### config.mk
export PLATFORM = sky130hd
export DESIGN_NAME = ebye_block_word_decoder_top
export DESIGN_NICKNAME = d
export VERILOG_FILES = /design/src/hw/rtl/ebyed_pkg.sv /design/src/hw/rtl/ebye_block_word_decoder_top.sv
export SDC_FILE = /design/constraint.sdc
export NUM_CORES = 1
export LEC_CHECK = 0
export ABC_AREA = 0
export BUFFER_PORTS_ARGS = -buffer_cell sky130_fd_sc_hd__buf_2
export CAP_MARGIN = 30
export CORE_ASPECT_RATIO = 1.1
export CORE_MARGIN = 8
export CORE_UTILIZATION = 57
export CTS_CLUSTER_SIZE = 28
export DETAILED_ROUTE_END_ITERATION = 10
export PLACE_DENSITY = 0.76
export SYNTH_ARGS = -nofsm -noshare
export SYNTH_HDL_FRONTEND = slang
export SYNTH_SLANG_ARGS = --single-unit
### constraint.sdc
create_clock -name i_clk -period 6.3 [get_ports i_clk]
set_clock_uncertainty 0.2 [all_clocks]
set_input_delay 0 -clock i_clk [delete_from_list [all_inputs] [get_ports i_clk]]
set_output_delay 0 -clock i_clk [all_outputs]
set_load 0.005 [all_outputs]
### src/hw/rtl/ebyed_pkg.sv
// Shared types, constants and word conversion functions for the EBYE block word decoder.
`timescale 1ns / 1ps
`default_nettype none
package ebyed_pkg;

    typedef enum logic [11:0] {
        PH_SYNC_A   = 12'b0000_0000_0001,
        PH_SYNC_B   = 12'b0000_0000_0010,
        PH_TAG_A    = 12'b0000_0000_0100,
        PH_TAG_B    = 12'b0000_0000_1000,
        PH_HEADER   = 12'b0000_0001_0000,
        PH_BODY     = 12'b0000_0010_0000,
        PH_MARK_VAL = 12'b0000_0100_0000,
        PH_DATA_VAL = 12'b0000_1000_0000,
        PH_EXT_GRP  = 12'b0001_0000_0000,
        PH_EXT_MIN  = 12'b0010_0000_0000,
        PH_EXT_MAX  = 12'b0100_0000_0000,
        PH_SKIP     = 12'b1000_0000_0000
    } t_phase;

    typedef enum logic [1:0] {
        KIND_HIT    = 2'd0,
        KIND_EVENT  = 2'd1,
        KIND_END    = 2'd2,
        KIND_BADMRK = 2'd3
    } t_kind;

    typedef enum logic [1:0] {
        CTRL_DATA   = 2'd0,
        CTRL_GROUP  = 2'd1,
        CTRL_EXTGRP = 2'd2,
        CTRL_MARKER = 2'd3
    } t_ctrl;

    localparam logic [15:0] TAG_EB = 16'h4245;
    localparam logic [15:0] TAG_YE = 16'h4559;
    localparam logic [15:0] TAG_DA = 16'h4144;
    localparam logic [15:0] TAG_TA = 16'h4154;

    localparam logic [2:0] HDR_SWAP_IDX = 3'd5;
    localparam logic [2:0] HDR_LAST_IDX = 3'd7;
    localparam logic [5:0] MARK_HI      = 6'h3f;
    localparam logic [7:0] MARK_LO      = 8'hff;

    function automatic logic [15:0] rev16(input logic [15:0] v);
        logic [15:0] r;
        for (int i = 0; i < 16; i++) begin
            r[15 - i] = v[i];
        end
        return r;
    endfunction

    function automatic logic [15:0] conv_word(input logic [15:0] w, input logic swap);
        logic [15:0] res;
        res = swap ? rev16({w[7:0], w[15:8]}) : w;
        return res;
    endfunction

endpackage
`default_nettype wire

### src/hw/rtl/ebye_block_word_decoder_top.sv
// Top level of the EBYE block word decoder: input register, phase logic, result register.
// The result register loads a result when the word that completes it is processed.
// Throughput: one word per cycle unless stalled; the phase logic updates once per word.
// The input register is held only while the result register is full and stalled.
// Reset (synchronous, active low) returns to sync search, clearing all but data words.
`timescale 1ns / 1ps
`default_nettype none
module ebye_block_word_decoder_top
    import ebyed_pkg::*;
(
    input  wire         i_clk,
    input  wire         i_rst_n,
    input  wire         i_valid,
    output logic        o_stall,
    input  wire  [15:0] i_raw_word,
    output logic        o_valid,
    input  wire         i_stall,
    output logic [1:0]  o_kind,
    output logic [15:0] o_hit_address,
    output logic [15:0] o_hit_value
);

    logic        r_in_vld;
    logic [15:0] r_in_word;
    logic        r_out_vld;
    logic [1:0]  r_kind;
    logic [15:0] r_addr;
    logic [15:0] r_value;

    t_phase      r_phase, n_phase;
    logic [2:0]  r_hdr_idx, n_hdr_idx;
    logic        r_data_swap, n_data_swap;
    logic [15:0] r_held, n_held;
    logic        r_tag_seen, n_tag_seen;
    logic [15:0] r_skip, n_skip;
    logic [15:0] r_range_low, n_range_low;

    logic        proc;
    logic        res_vld;
    logic [1:0]  res_kind;
    logic [15:0] res_addr;
    logic [15:0] res_value;
    logic [15:0] cw;
    logic [15:0] held_rev;
    logic [15:0] skip_dec;

    assign proc    = r_in_vld && (!r_out_vld || !i_stall);
    assign o_stall = r_in_vld && !proc;
    assign o_valid = r_out_vld;
    assign o_kind  = r_kind;
    assign o_hit_address = r_addr;
    assign o_hit_value   = r_value;

    assign cw       = conv_word(r_in_word, r_data_swap);
    assign held_rev = rev16(r_held);
    assign skip_dec = r_skip - 16'd1;

    always_comb begin
        n_phase     = r_phase;
        n_hdr_idx   = r_hdr_idx;
        n_data_swap = r_data_swap;
        n_held      = r_held;
        n_tag_seen  = r_tag_seen;
        n_skip      = r_skip;
        n_range_low = r_range_low;
        res_vld     = 1'b0;
        res_kind    = KIND_HIT;
        res_addr    = '0;
        res_value   = '0;
        unique case (r_phase)
            PH_SYNC_A: begin
                n_tag_seen = (r_in_word == TAG_EB);
                n_phase    = PH_SYNC_B;
            end
            PH_SYNC_B: begin
                n_phase    = (r_tag_seen && r_in_word == TAG_YE) ? PH_TAG_A : PH_SYNC_A;
                n_tag_seen = 1'b0;
            end
            PH_TAG_A: begin
                n_tag_seen = (r_in_word == TAG_DA);
                n_phase    = PH_TAG_B;
            end
            PH_TAG_B: begin
                if (r_tag_seen && r_in_word == TAG_TA) begin
                    n_phase   = PH_HEADER;
                    n_hdr_idx = '0;
                end else begin
                    n_phase = PH_SYNC_A;
                end
                n_tag_seen = 1'b0;
            end
            PH_HEADER: begin
                if (r_hdr_idx == HDR_SWAP_IDX) begin
                    n_data_swap = (r_in_word != '0);
                end
                if (r_hdr_idx == HDR_LAST_IDX) begin
                    n_phase = PH_BODY;
                end
                n_hdr_idx = r_hdr_idx + 3'd1;
            end
            PH_BODY: begin
                n_held = cw;
                case (t_ctrl'(cw[1:0]))
                    CTRL_DATA: n_phase = PH_DATA_VAL;
                    CTRL_GROUP: begin
                        n_skip  = {10'd0, cw[13:8]};
                        n_phase = (cw[13:8] != '0) ? PH_SKIP : PH_BODY;
                    end
                    CTRL_EXTGRP: begin
                        n_skip  = {2'd0, cw[13:0]};
                        n_phase = PH_EXT_GRP;
                    end
                    default: n_phase = PH_MARK_VAL;
                endcase
            end
            PH_MARK_VAL: begin
                res_vld = 1'b1;
                if (r_held[13:8] == MARK_HI && r_held[7:0] == MARK_LO) begin
                    if (cw == '0) begin
                        res_kind = KIND_END;
                        n_phase  = PH_SYNC_A;
                    end else begin
                        res_kind = KIND_EVENT;
                        n_phase  = PH_BODY;
                    end
                end else begin
                    res_kind = KIND_BADMRK;
                    n_phase  = PH_BODY;
                end
            end
            PH_DATA_VAL: begin
                res_vld   = 1'b1;
                res_kind  = KIND_HIT;
                res_addr  = {3'd0, held_rev[7:0], 5'd0} - 16'd32 + {10'd0, held_rev[13:8]};
                res_value = rev16(cw);
                n_phase   = PH_BODY;
            end
            PH_EXT_GRP: begin
                n_phase = (r_skip != '0) ? PH_SKIP : PH_EXT_MIN;
            end
            PH_EXT_MIN: begin
                n_range_low = cw;
                n_phase     = PH_EXT_MAX;
            end
            PH_EXT_MAX: begin
                n_skip  = cw - r_range_low;
                n_phase = (cw != r_range_low) ? PH_SKIP : PH_BODY;
            end
            PH_SKIP: begin
                n_skip = skip_dec;
                if (skip_dec == '0) begin
                    n_phase = PH_BODY;
                end
            end
            default: begin
                n_phase = PH_SYNC_A;
            end
        endcase
    end

    always_ff @(posedge i_clk) begin
        if (!i_rst_n) begin
            r_in_vld    <= 1'b0;
            r_out_vld   <= 1'b0;
            r_phase     <= PH_SYNC_A;
            r_hdr_idx   <= '0;
            r_data_swap <= 1'b0;
            r_held      <= '0;
            r_tag_seen  <= 1'b0;
            r_skip      <= '0;
            r_range_low <= '0;
        end else begin
            if (!o_stall) begin
                r_in_vld <= i_valid;
            end
            if (proc) begin
                r_out_vld   <= res_vld;
                r_phase     <= n_phase;
                r_hdr_idx   <= n_hdr_idx;
                r_data_swap <= n_data_swap;
                r_held      <= n_held;
                r_tag_seen  <= n_tag_seen;
                r_skip      <= n_skip;
                r_range_low <= n_range_low;
            end else if (!i_stall) begin
                r_out_vld <= 1'b0;
            end
        end
    end

    always_ff @(posedge i_clk) begin
        if (!o_stall && i_valid) begin
            r_in_word <= i_raw_word;
        end
        if (proc && res_vld) begin
            r_kind  <= res_kind;
            r_addr  <= res_addr;
            r_value <= res_value;
        end
    end

endmodule
`default_nettype wire

* Word-level counts from Yosys, hierarchy flattened
Cells that the tools add are included.
** Operators by class
- Add/sub/neg operators :: 5
- Eq/ne operators :: 28
- Muxes and demuxes :: 22
- Reduce and logical (&&, ||, !) cells :: 30
** Operators by type and width (count)
- case mux 12 bit (12 select lines) :: 1
- 2-to-1 mux 12 bit :: 6
- == test 16 x 15 -> 1 bit (second input constant) :: 4
- case mux 16 bit (3 select lines) :: 1
- case mux 12 bit (3 select lines) :: 1
- zero test 16 bit :: 2
- case mux 16 bit (2 select lines) :: 1
- nonzero test 16 bit :: 2
- 2-to-1 mux 16 bit :: 1
- != test 16 bit :: 1
- subtractor 16 x 1 -> 16 bit (second input constant) :: 1
- subtractor 16 bit :: 1
- adder 14 x 7 -> 15 bit :: 1
- subtractor 13 x 6 -> 14 bit (second input constant) :: 1
- == test 12 x 1 -> 1 bit (second input constant) :: 1
- == test 12 x 10 -> 1 bit (second input constant) :: 1
- == test 12 x 11 -> 1 bit (second input constant) :: 1
- == test 12 bit (second input constant) :: 1
- == test 12 x 2 -> 1 bit (second input constant) :: 1
- == test 12 x 3 -> 1 bit (second input constant) :: 1
- == test 12 x 4 -> 1 bit (second input constant) :: 1
- == test 12 x 5 -> 1 bit (second input constant) :: 1
- == test 12 x 6 -> 1 bit (second input constant) :: 1
- == test 12 x 7 -> 1 bit (second input constant) :: 1
- 28 further kinds :: 51
** Storage, ports and cells
- Flip-flop bits (word level) :: 117
- Input bits :: 20
- Output and inout bits :: 36
- Word-level logic and storage cells :: 98

* Logic depth before layout (Yosys ltp)
Gate-level depths: netlist of run 1.
- Depth in word-level cells :: 7
- Mapped depth :: 12
- Depth with buffers taken out :: 10

* Worst setup path before layout of run 1
OpenSTA, ideal clock, no wires.
- Path kind :: register to register
- Start :: reg r_phase[3]
- End :: reg r_addr[0], in the netlist o_hit_address[0] (enable)
- Setup time :: 436 ps
- Arrival :: 3353 ps
- Data required time :: 5664 ps
- Path slack :: 2311 ps
- Stages on the path, launching flop included :: 6
- Buffers on the path :: 1
- Period minus slack after synthesis :: 3989 ps
- Cells stage by stage :: dfxtp_1 buf_2 or4_4 or3_1 or2_2 a21oi_1
** Between the ends
- Longest elaborated chain between the ends :: 4
- Elaborated cells between the ends (all ways) :: 5
- Classes of those cells :: eq/ne: 2; mux: 1; reduce/logical: 2
** RTL lines
- from (decl) :: line ebye_block_word_decoder_top.sv:30 : t_phase r_phase, n_phase;
- from (signal assigned) :: line ebye_block_word_decoder_top.sv:178 : r_phase <= n_phase;
- == test 12 x 7 -> 1 bit or == test 12 x 8 -> 1 bit (tied branches) :: line ebye_block_word_decoder_top.sv:70 : unique case (r_phase)
- OR reduction 2 bit (no line) *
- 2-to-1 mux 1 bit * :: line ebye_block_word_decoder_top.sv:70
- logical AND 1 bit * :: line ebye_block_word_decoder_top.sv:195 : if (proc && res_vld) begin
- to (signal assigned) :: line ebye_block_word_decoder_top.sv:197 : r_addr <= res_addr;
- to (decl) :: line ebye_block_word_decoder_top.sv:27 : logic [15:0] r_addr;
Every way passes the cells marked *; elsewhere a longest branch is shown, timed or not.
A chain may end at the register's enable or synchronous reset.

* Final worst setup path of run 1
- Start :: reg r_data_swap
- End :: reg r_skip[13]
** Between the ends
- Longest elaborated chain between the ends :: 4
- Elaborated cells between the ends (all ways) :: 8
- Classes of those cells :: add/sub: 1; eq/ne: 3; mux: 3; reduce/logical: 1
** RTL lines
- from (decl) :: line ebye_block_word_decoder_top.sv:32 : logic r_data_swap, n_data_swap;
- from (signal assigned) :: line ebye_block_word_decoder_top.sv:180 : r_data_swap <= n_data_swap;
- 2-to-1 mux 16 bit * :: line ebyed_pkg.sv:55 : res = swap ? rev16({w[7:0], w[15:8]}) : w;
- named net cw[1] :: line ebye_block_word_decoder_top.sv:43 : logic [15:0] cw;
- branches (longest 3 deep; another with subtractor 16 bit)
- to (signal assigned) :: line ebye_block_word_decoder_top.sv:183 : r_skip <= n_skip;
- to (decl) :: line ebye_block_word_decoder_top.sv:35 : logic [15:0] r_skip, n_skip;
Mark *: on every way through the listed nets, which the timed path passes. The select of a mux whose other input is x is not followed.

==> results_dict.tcl, run 1 <==
set metrics [dict create \
    cts_hold_buf 19 \
    min_period_ns 4.44 \
    antenna_found_initial 0 \
    grt_util_all_layers_pct 24.3 \
    avgSynthCellArea_um2 8.90 \
    cts-root-buf "clkbuf_16" \
    hpwl_um 14200 \
    fin_crit_sh_pct 70.5 \
    initial_core_util_pct 57.3 \
    ys_async_sr_fraction_pct 0 \
    drc 0 \
    synth_top_area_cell "edfxtp_1" \
    ff2ff_path_depth 10 \
    cts_resized 0 \
    holdPathStages 2 \
    netlist_top_cells_count "nor2_1, dfxtp_1, a21oi_1" \
    cp.required_ns 6.43 \
    synth_most_common_cell "nor2_1" \
    vias 6424 \
    hold_violations 0 \
    cts_tree "done" \
    cp_slowest_cell "dfxtp_1" \
    grt_overflow 0 \
    cp_top_family "compound AO/OA/AOI/OAI gates" \
    slew-limit-headroom_pct 39.1 \
    timing.fmax_ghz 0.225 \
    fin_nets 909 \
    syn_area_mm2 0.00712 \
    worstPathArrival_ns 4.57 \
    ys_top_cells_by_area "edfxtp_1, dfxtp_1, nor2_1" \
    synth.distinct_cells 88 \
    yosysTopAreaCellShare_pct 20.7 \
    ys_warn_count 0 \
    grt_pass1_wl_um 31200 \
    powerDensity_mw_per_mm2 235 \
    worstSetupStartpoint "r_data_swap$_SDFFE_PN0P_" \
    r2r_setup_slack_ns 1.86 \
    slew_violations 0 \
    critPathMaxStageDelay_ns 0.88 \
    drv_cap 0 \
    core-area_mm2 0.0124 \
    syn_inst 800 \
    setup_violations 0 \
    wirelength_um 20400 \
    synth_ff_type "dfxtp_1" \
    cts_setup_buffers 0 \
    synth_xor_xnor_area_share_pct 3.32 \
    rows 43 \
    crit_fanout 18 \
    dr.pass1.iters 6 \
    die_y_um 133 \
    hold_end "r_phase[0]$_SDFFE_PN1P_" \
    synth_edf_count 49 \
    synth_top_family_by_area "simple AND/OR/NAND/NOR gates" \
    htreeDepth 4 \
    place_congestion 1.03 \
    die_w_um 123 \
    rsz0062_at_grt "no" \
    reg2reg_to "r_skip[13]$_SDFFE_PN0P_" \
    synthSimpleGateAreaFrac_pct 26.7 \
    drive_gt1_share_pct 15.8 \
    grt_max_degree 50 \
    worst_slew_pin_slew_ns 0.906 \
    clkTransAtPathRegs_ns 0.06 \
    grt_pass1_vias 5938 \
    crit_path_end_kind "register" \
    cp-start-kind "register" \
    cts_buffers 17 \
    port_buffers 55 \
    reg2reg_from "r_data_swap$_SDFFE_PN0P_" \
    syn_nets 850 \
    routed_via_density 6.24 \
    synth_adder_area_share_pct 5.38 \
    wl_per_cell_um 19.8 \
    cts_num_sinks 116 \
    status "complete, no violations" \
    io_pins 56 \
    drt_iter0_drc 671 \
    holdCritPathClass "primary input to register" \
    cp_cell_sequence "mux2i_1, inv_1, ha_1, nor2b_1, o21ai_0, a21oi_1, o31ai_1, or3b_2, a31o_2, a311oi_1" \
    cts_buffer_depth 2 \
    diodes 0 \
    tns_ns 0 \
    synth-seq-cells 116 \
    min_from "i_rst_n" \
    crit_buf_inv 1 \
    die_area_mm2 0.0163 \
    leakage_nw 3.10 \
    worst_skew_pair.late_latency_ns 0.42 \
    ir_drop_mv 0.169 \
    area_delta_synth_final_pct 15.8 \
    synth_compound_area_share_pct 16.2 \
    path_class "register to register" \
    whs_ns 0.0622 \
    ys_seq_area_share_pct 39.5 \
    postRouteAntennaNets 0 \
    synthMuxAreaShare_pct 4.06 \
]
==> metal layers <==
layer  up-vias  wire [um]  global-route usage (%)
met5         -          0                       0
met2       338       9550                    39.5
met1      2970       8410                    30.6
met4         0        584                    9.63
met3        67       1850                    5.12
li1       3049          -                       -
==> layout by cell type (no fill, tap or decap), types with 20 or more instances in the layout <==
cell and count:
nor2_1 111, dfxtp_1 67, buf_2 56, a21oi_1 50, edfxtp_1 49, nand2_1 48, nand3_1 37, inv_1 33
ha_1 29, o21ai_0 28, nor3_1 22, mux2i_1 21, o31ai_1 20, xnor2_1 20
==> flip-flops by register name, indices dropped and copies added (netlist names) <==
register and flops:
r_skip 16, r_tag_seen 1, r_hdr_idx 3, o_hit_value 16, r_range_low 16, o_kind 2
r_in_word 16, r_in_vld 1, r_held 16, r_phase 12, r_data_swap 1, o_valid 1
o_hit_address 15
==> worst max path at each step <==
stage	slack [ns]	to	cells past startpoint
after floorplan	2.31	o_hit_address[0]$_SDFFCE_PP0P_	5
after global placement	2.14	r_skip[13]$_SDFFE_PN0P_	10
after detailed placement	1.96	r_skip[13]$_SDFFE_PN0P_	10
after CTS	1.95	r_skip[13]$_SDFFE_PN0P_	10
after global routing	1.59	r_skip[13]$_SDFFE_PN0P_	10
final	1.86	r_skip[13]$_SDFFE_PN0P_	10
==> power by group <==
group | switching (mW) | internal, mW | total, mW
clock network | 0.382 | 0.556 | 0.937
registers | 0.0165 | 0.791 | 0.808
logic | 0.123 | 0.0708 | 0.193
total | 0.521 | 1.42 | 1.94
==> cell families (layout without fill, tap and decap cells) <==
family / after synthesis / after routing
simple gates: 350 / 350
buf+inv: 77 / 149
mux: 28 / 28
xor+xnor: 27 / 27
flops: 116 / 116
fa+ha+maj: 30 / 30
compound gates: 172 / 172
==> cell type report <==
type | count | area, um2
fillers | 991 | 4180
clock inverters | 14 | 129
repair buffers | 84 | 566
well taps | 157 | 196
multi-input cells | 607 | 3980
flip-flops and latches | 116 | 2810
clock buffers | 18 | 439
inverters | 33 | 124
==> per-stage QoR <==
step                      util (%)  instances  power, mW  cell area, um2  setup slack, ns
after detailed placement      60.0        977      0.999            7460             1.96
after floorplan                  -        800      0.941            7120             2.31
after global routing          66.3       1029       1.98            8250             1.59
final                         66.3       1029       1.94            8250             1.86
after CTS                     66.1       1028       1.93            8220             1.95
after global placement        59.8        974      0.996            7430             2.14
==> worst register-to-register path, stage by stage, from the launching register on <==
cell      delay [ns]
dfxtp_1         0.88
mux2i_1         0.77
inv_1           0.24
ha_1            0.39
nor2b_1         0.17
o21ai_0         0.15
a21oi_1         0.37
o31ai_1         0.19
or3b_2          0.48
a31o_2          0.24
a311oi_1        0.26
Note: power is estimated with default switching activity, not from simulation.
==> run 2: changes to the inputs <==
- ABC_AREA: 0 -> 1
- CORE_UTILIZATION: 57 -> 55
- PLACE_DENSITY: 0.76 -> 0.77
- clock period: 6.3 -> 3.95 ns (I/O delays scaled with it)
==> run 2 against run 1 <==
Compared with the run above:
- power up 57%
- die area rose by 1.1%
- core utilization is 1.0 points lower
- first-iteration DRC count decreased by 17%
- worst hold slack worse by 0.00096 ns
- critical path type unchanged
- largest power group unchanged
==> results_dict.tcl, run 2 <==
set metrics [dict create \
    wirelength_um 17700 \
    hold_end "r_phase[0]$_SDFFE_PN1P_" \
    io_pins 56 \
    synth-seq-cells 116 \
    port_buffers 55 \
    status "complete, no violations" \
    dpl-instance-area_mm2 0.00739 \
    r2r_setup_slack_ns 0.75 \
    die_y_um 134 \
    syn_nets 1000 \
    htreeDepth 4 \
    seqPwrFrac_pct 42.4 \
    ys_async_sr_fraction_pct 0 \
    synth_top_area_cell "edfxtp_1" \
    initial_core_util_pct 55.7 \
    cts_buffers 17 \
    grt_overflow 0 \
    routed_via_density 5.45 \
    synth_top_family_by_area "simple AND/OR/NAND/NOR gates" \
    dr.pass1.iters 6 \
    hpwl_um 12600 \
    place_ws_ns 0.811 \
    worstPathArrival_ns 3.35 \
    crit_fanout 27 \
    placed_cells_incl_taps 1146 \
    antenna_found_initial 0 \
    syn_inst 950 \
    leakage_nw 3.56 \
    grt_pass1_wl_um 28500 \
    worst_slew_pin_slew_ns 0.994 \
    synth_adder_area_share_pct 5.50 \
    netlist_top_cells_count "nand2_1, inv_1, nor2_1" \
    cts_num_sinks 116 \
    fin_nets 1078 \
    synthMuxAreaShare_pct 0 \
    path_class "register to register" \
    reg2reg_from "r_data_swap$_SDFFE_PN0P_" \
    synth_edf_count 49 \
    power_switching_mw 0.795 \
    wl_per_cell_um 14.8 \
    rows 43 \
    rsz0062_at_grt "no" \
    fin_crit_sh_pct 81.1 \
    cts_hold_buf 20 \
    worst_skew_pair.late_latency_ns 0.42 \
    synth_most_common_cell "nand2_1" \
    vias 6524 \
    avgSynthCellArea_um2 7.32 \
    yosysTopAreaCellShare_pct 21.1 \
    diodes 0 \
    grt_max_degree 63 \
    layout_commonest_cell "nand2_1" \
    hold_violations 0 \
    swShare_pct 26.2 \
    min_period_ns 3.20 \
    cts_resized 0 \
    grt_util_all_layers_pct 21.7 \
    cts_buffer_depth 2 \
    area_delta_synth_final_pct 17.1 \
    clkTransAtPathRegs_ns 0.06 \
    cts_tree "done" \
    ys_warn_count 0 \
    ys_top_cells_by_area "edfxtp_1, dfxtp_1, nand2_1" \
    drv_cap 0 \
    postLayoutCellArea_mm2 0.00815 \
    synthSimpleGateAreaFrac_pct 26.5 \
    syn_area_mm2 0.00696 \
    clkPwrFrac_pct 48.2 \
    ff2ff_path_depth 12 \
    crit_path_end_kind "register" \
    synth_compound_area_share_pct 16.3 \
    cts_setup_buffers 0 \
    ys_seq_area_share_pct 40.4 \
    postRouteAntennaNets 0 \
    fin_cells 1198 \
    cts-root-buf "clkbuf_16" \
    cp-start-kind "register" \
    reg2reg_to "r_skip[15]$_SDFFE_PN0P_" \
    grt_pass1_vias 5990 \
    nFillCells 1084 \
    min_from "i_rst_n" \
    slew_violations 0 \
    synth.distinct_cells 43 \
    place_congestion 0.938 \
    die_area_mm2 0.0165 \
    worstSetupStartpoint "r_data_swap$_SDFFE_PN0P_" \
    slew-limit-headroom_pct 33.7 \
    cp.required_ns 4.10 \
    powerDensity_mw_per_mm2 372 \
    setup_violations 0 \
    holdCritPathClass "primary input to register" \
    synth_xor_xnor_area_share_pct 1.13 \
    drt_iter0_drc 555 \
    drc 0 \
    p_int_mw 2.24 \
    die_w_um 123 \
    pwr-share-comb_pct 9.5 \
    ir_drop_mv 0.355 \
    drive_gt1_share_pct 13.6 \
    core-area_mm2 0.0125 \
    timing.fmax_ghz 0.312 \
    layout_common_cells "nand2_1, inv_1, nor2_1" \
    layout_setup_ws_ns 0.748 \
    tns_ns 0 \
    holdPathStages 2 \
    synth_ff_type "dfxtp_1" \
]
==> run 2: cell count changes after synthesis, sizes merged, moves of 12 or more <==
| cell | previous run | this run |
|---|---|---|
| a21oi | 52 | 92 |
| and2 | 15 | 3 |
| clkbuf | 29 | 16 |
| inv | 33 | 147 |
| mux2i | 21 | 0 |
| nand2 | 49 | 178 |
| nand2b | 14 | 0 |
| nand3 | 38 | 54 |
| nor4 | 18 | 2 |
| o21ai | 33 | 84 |
| o31ai | 21 | 1 |
| xnor2 | 20 | 3 |
==> run 2: cells by family after synthesis <==
family,Yosys count
AO/OA/AOI/OAI,207
buffers and inverters,176
XOR/XNOR,9
AND/OR/NAND/NOR,412
adder cells (fa/ha/maj),30
flip-flops,116
==> run 2: worst max path at each step <==
stage               slack (ns)                             end
finish                    0.75         r_skip[15]$_SDFFE_PN0P_
global route              0.58         r_skip[15]$_SDFFE_PN0P_
CTS                       0.78          r_skip[9]$_SDFFE_PN0P_
detailed placement        0.81         r_skip[15]$_SDFFE_PN0P_
global placement          0.87          r_skip[9]$_SDFFE_PN0P_
floorplan                 0.72  o_hit_address[0]$_SDFFCE_PP0P_
==> run 2: per-stage QoR <==
step	utilization (%)	hold slack, ns	power, mW
2_1_floorplan	-	-0.101	1.50
3_3_place_gp	59.1	-0.0230	1.57
3_5_place_dp	59.2	-0.0219	1.58
4_1_cts	65.3	0.0373	3.04
5_1_grt	65.3	0.0888	3.13
6_report	65.3	0.0612	3.03
==> run 2: power by group through the flow <==
| stage | registers [mW] | clock network, mW | logic, mW |
|---|---|---|---|
| finish | 1.29 | 1.46 | 0.288 |
| CTS | 1.28 | 1.47 | 0.282 |
| detailed placement | 1.31 | 0 | 0.266 |
| global route | 1.29 | 1.53 | 0.320 |
| floorplan | 1.30 | 0 | 0.195 |
| global placement | 1.31 | 0 | 0.261 |
==> run 2: layer usage <==
layer / global-route usage [%] / vias up / wire length, um
li1: - / 3314 / -
met1: 25.8 / 2947 / 7530
met2: 36.2 / 221 / 8660
met3: 4.50 / 42 / 962
met4: 10.8 / 0 / 548
met5: 0 / - / 0
==> run 2: worst max-delay path, cell delays in order, from the launching register on <==
cell     delay (ns)
dfxtp_1        0.35
buf_4          0.23
o21ai_0        0.58
inv_1          0.22
ha_1           0.42
nand2_1        0.07
inv_1          0.05
a21oi_1        0.08
o21ai_0        0.39
nand3_1        0.16
nand3_1        0.10
nand3_1        0.11
a21oi_1        0.16
==> run 2: layout make-up <==
type / instances / area (um2) / share of cell area, %
multi-input combinational: 658 / 3450 / 42.3
clock buffer: 18 / 429 / 5.27
sequential: 116 / 2810 / 34.5
inverter: 147 / 552 / 6.77
tap: 157 / 196 / 2.41
clock inverter: 14 / 130 / 1.60
timing repair buffer: 88 / 581 / 7.12
==> run 3: changes to the inputs <==
- ABC_AREA: 1 -> 0
- CORE_UTILIZATION: 55 -> 57
- PLACE_DENSITY: 0.77 -> 0.76
- clock period: 3.95 -> 3.2 ns (I/O delays scaled with it)
==> run 3 against run 2 <==
Compared with the run above:
- global-route usage rose by 4.5 points
- power increased by 28%
- sequential power grew 24%
- via count grew 2.3%
- highest routed layer unchanged
- largest power group unchanged
- wire length increased by 22%
- critical endpoint is now r_skip[13]$_SDFFE_PN0P_
==> results_dict.tcl, run 3 (same netlist as run 1, synthesis figures left out) <==
set metrics [dict create \
    timing.fmax_ghz 0.322 \
    setup_violations 0 \
    cts_buffers 17 \
    grt_util_all_layers_pct 26.2 \
    area_delta_synth_final_pct 21.7 \
    rsz0062_at_grt "yes" \
    placed_cells_incl_taps 1017 \
    postLayoutCellArea_mm2 0.00866 \
    rows 43 \
    layout_commonest_cell "nor2_1" \
    ir_drop_mv 0.328 \
    htreeDepth 4 \
    hold_violations 0 \
    powerDensity_mw_per_mm2 449 \
    cp.required_ns 3.32 \
    die_w_um 123 \
    grt_max_degree 45 \
    cts_tree "done" \
    worst_slew_pin_slew_ns 0.839 \
    drc 0 \
    wirelength_um 21600 \
    leakage_nw 3.31 \
    grt_pass1_wl_um 33500 \
    dr.pass1.iters 5 \
    core-area_mm2 0.0124 \
    holdCritPathClass "primary input to register" \
    drt_iter0_drc 811 \
    fin_nets 949 \
    r2r_setup_slack_ns 0.1 \
    register_area_mm2 0.00281 \
    cts_num_sinks 116 \
    place_ws_ns -0.0135 \
    worst_skew_pair.late_latency_ns 0.42 \
    reg2reg_from "r_data_swap$_SDFFE_PN0P_" \
    drv_cap 0 \
    postRouteAntennaNets 0 \
    io_pins 56 \
    ff2ff_path_depth 11 \
    fin_crit_sh_pct 96.9 \
    holdPathStages 2 \
    dpl-instance-area_mm2 0.00781 \
    antenna_found_initial 0 \
    slew_violations 0 \
    worstSetupStartpoint "r_data_swap$_SDFFE_PN0P_" \
    initial_core_util_pct 57.3 \
    drive_gt1_share_pct 20.9 \
    whs_ns 0.0980 \
    fin_cells 1069 \
    min_period_ns 3.10 \
    place_congestion 0.946 \
    vias 6673 \
    layout_common_cells "nor2_1, dfxtp_1, buf_2" \
    min_from "i_raw_word[14]" \
    final_util_pct 69.7 \
    grt_overflow 0 \
    layout_setup_ws_ns 0.0982 \
    cts-root-buf "clkbuf_16" \
    grt_pass1_vias 6460 \
    cts_buffer_depth 2 \
    tns_ns 0 \
    slew-limit-headroom_pct 43.5 \
    status "complete, no violations" \
    crit_path_end_kind "register" \
    path_class "register to register" \
    die_y_um 133 \
    nFillCells 931 \
    routed_via_density 6.24 \
    crit_fanout 11 \
    port_buffers 55 \
    multi_input_area_mm2 0.00409 \
    worstPathArrival_ns 3.22 \
    p_total_mw 3.89 \
    clkTransAtPathRegs_ns 0.06 \
    die_area_mm2 0.0163 \
    diodes 0 \
    hpwl_um 15400 \
    wl_per_cell_um 20.2 \
    cp-start-kind "register" \
]
[run 3: worst max-delay path, stage by stage, from the launching register on]
cell and delay [ns]:
dfxtp_1 0.37, buf_12 0.16, buf_4 0.20, mux2i_2 0.25, inv_1 0.11, ha_2 0.40
nand3_1 0.10, a21oi_2 0.16, o31ai_2 0.10, or3b_2 0.46, a31o_2 0.24, a311oi_1 0.25
[run 3: area by class of cell]
class                           instances  area share, %
Clock buffer                           22           5.24
Clock inverter                         10           1.26
Inverter                               33           1.43
Multi-Input combinational cell        607           47.2
Sequential cell                       116           32.5
Tap cell                              157           2.27
Timing Repair Buffer                  124           10.1
[run 3: power breakdown]
group          internal [mW]  total [mW]  switching [mW]
sequential              1.56        1.60          0.0373
clock                   1.16        1.85           0.688
combinational          0.185       0.447           0.261
[run 3: per-layer routing]
layer	global-route usage, %	routed length (um)	part of all wire [%]	vias up
li1	-	-	-	3129
met1	31.6	8720	40	3147
met2	43.1	10200	47	323
met3	5.33	1660	7.7	74
met4	13.5	983	4.6	0
met5	0	0	0	-
[run 3: final timing paths]
check                                 to
min              r_in_word[14]$_DFFE_PP_
max              r_skip[13]$_SDFFE_PN0P_
min reg2reg  r_range_low[0]$_SDFFE_PN0P_
max reg2reg      r_skip[13]$_SDFFE_PN0P_
[run 3: what timing repair did]
action                     4_1_cts  5_1_grt
pin swaps                        0        1
hold buffers                    20        0
setup buffers                    0        0
resized for setup                3       18
setup endpoints to repair        3        7
hold endpoints to repair        51        0
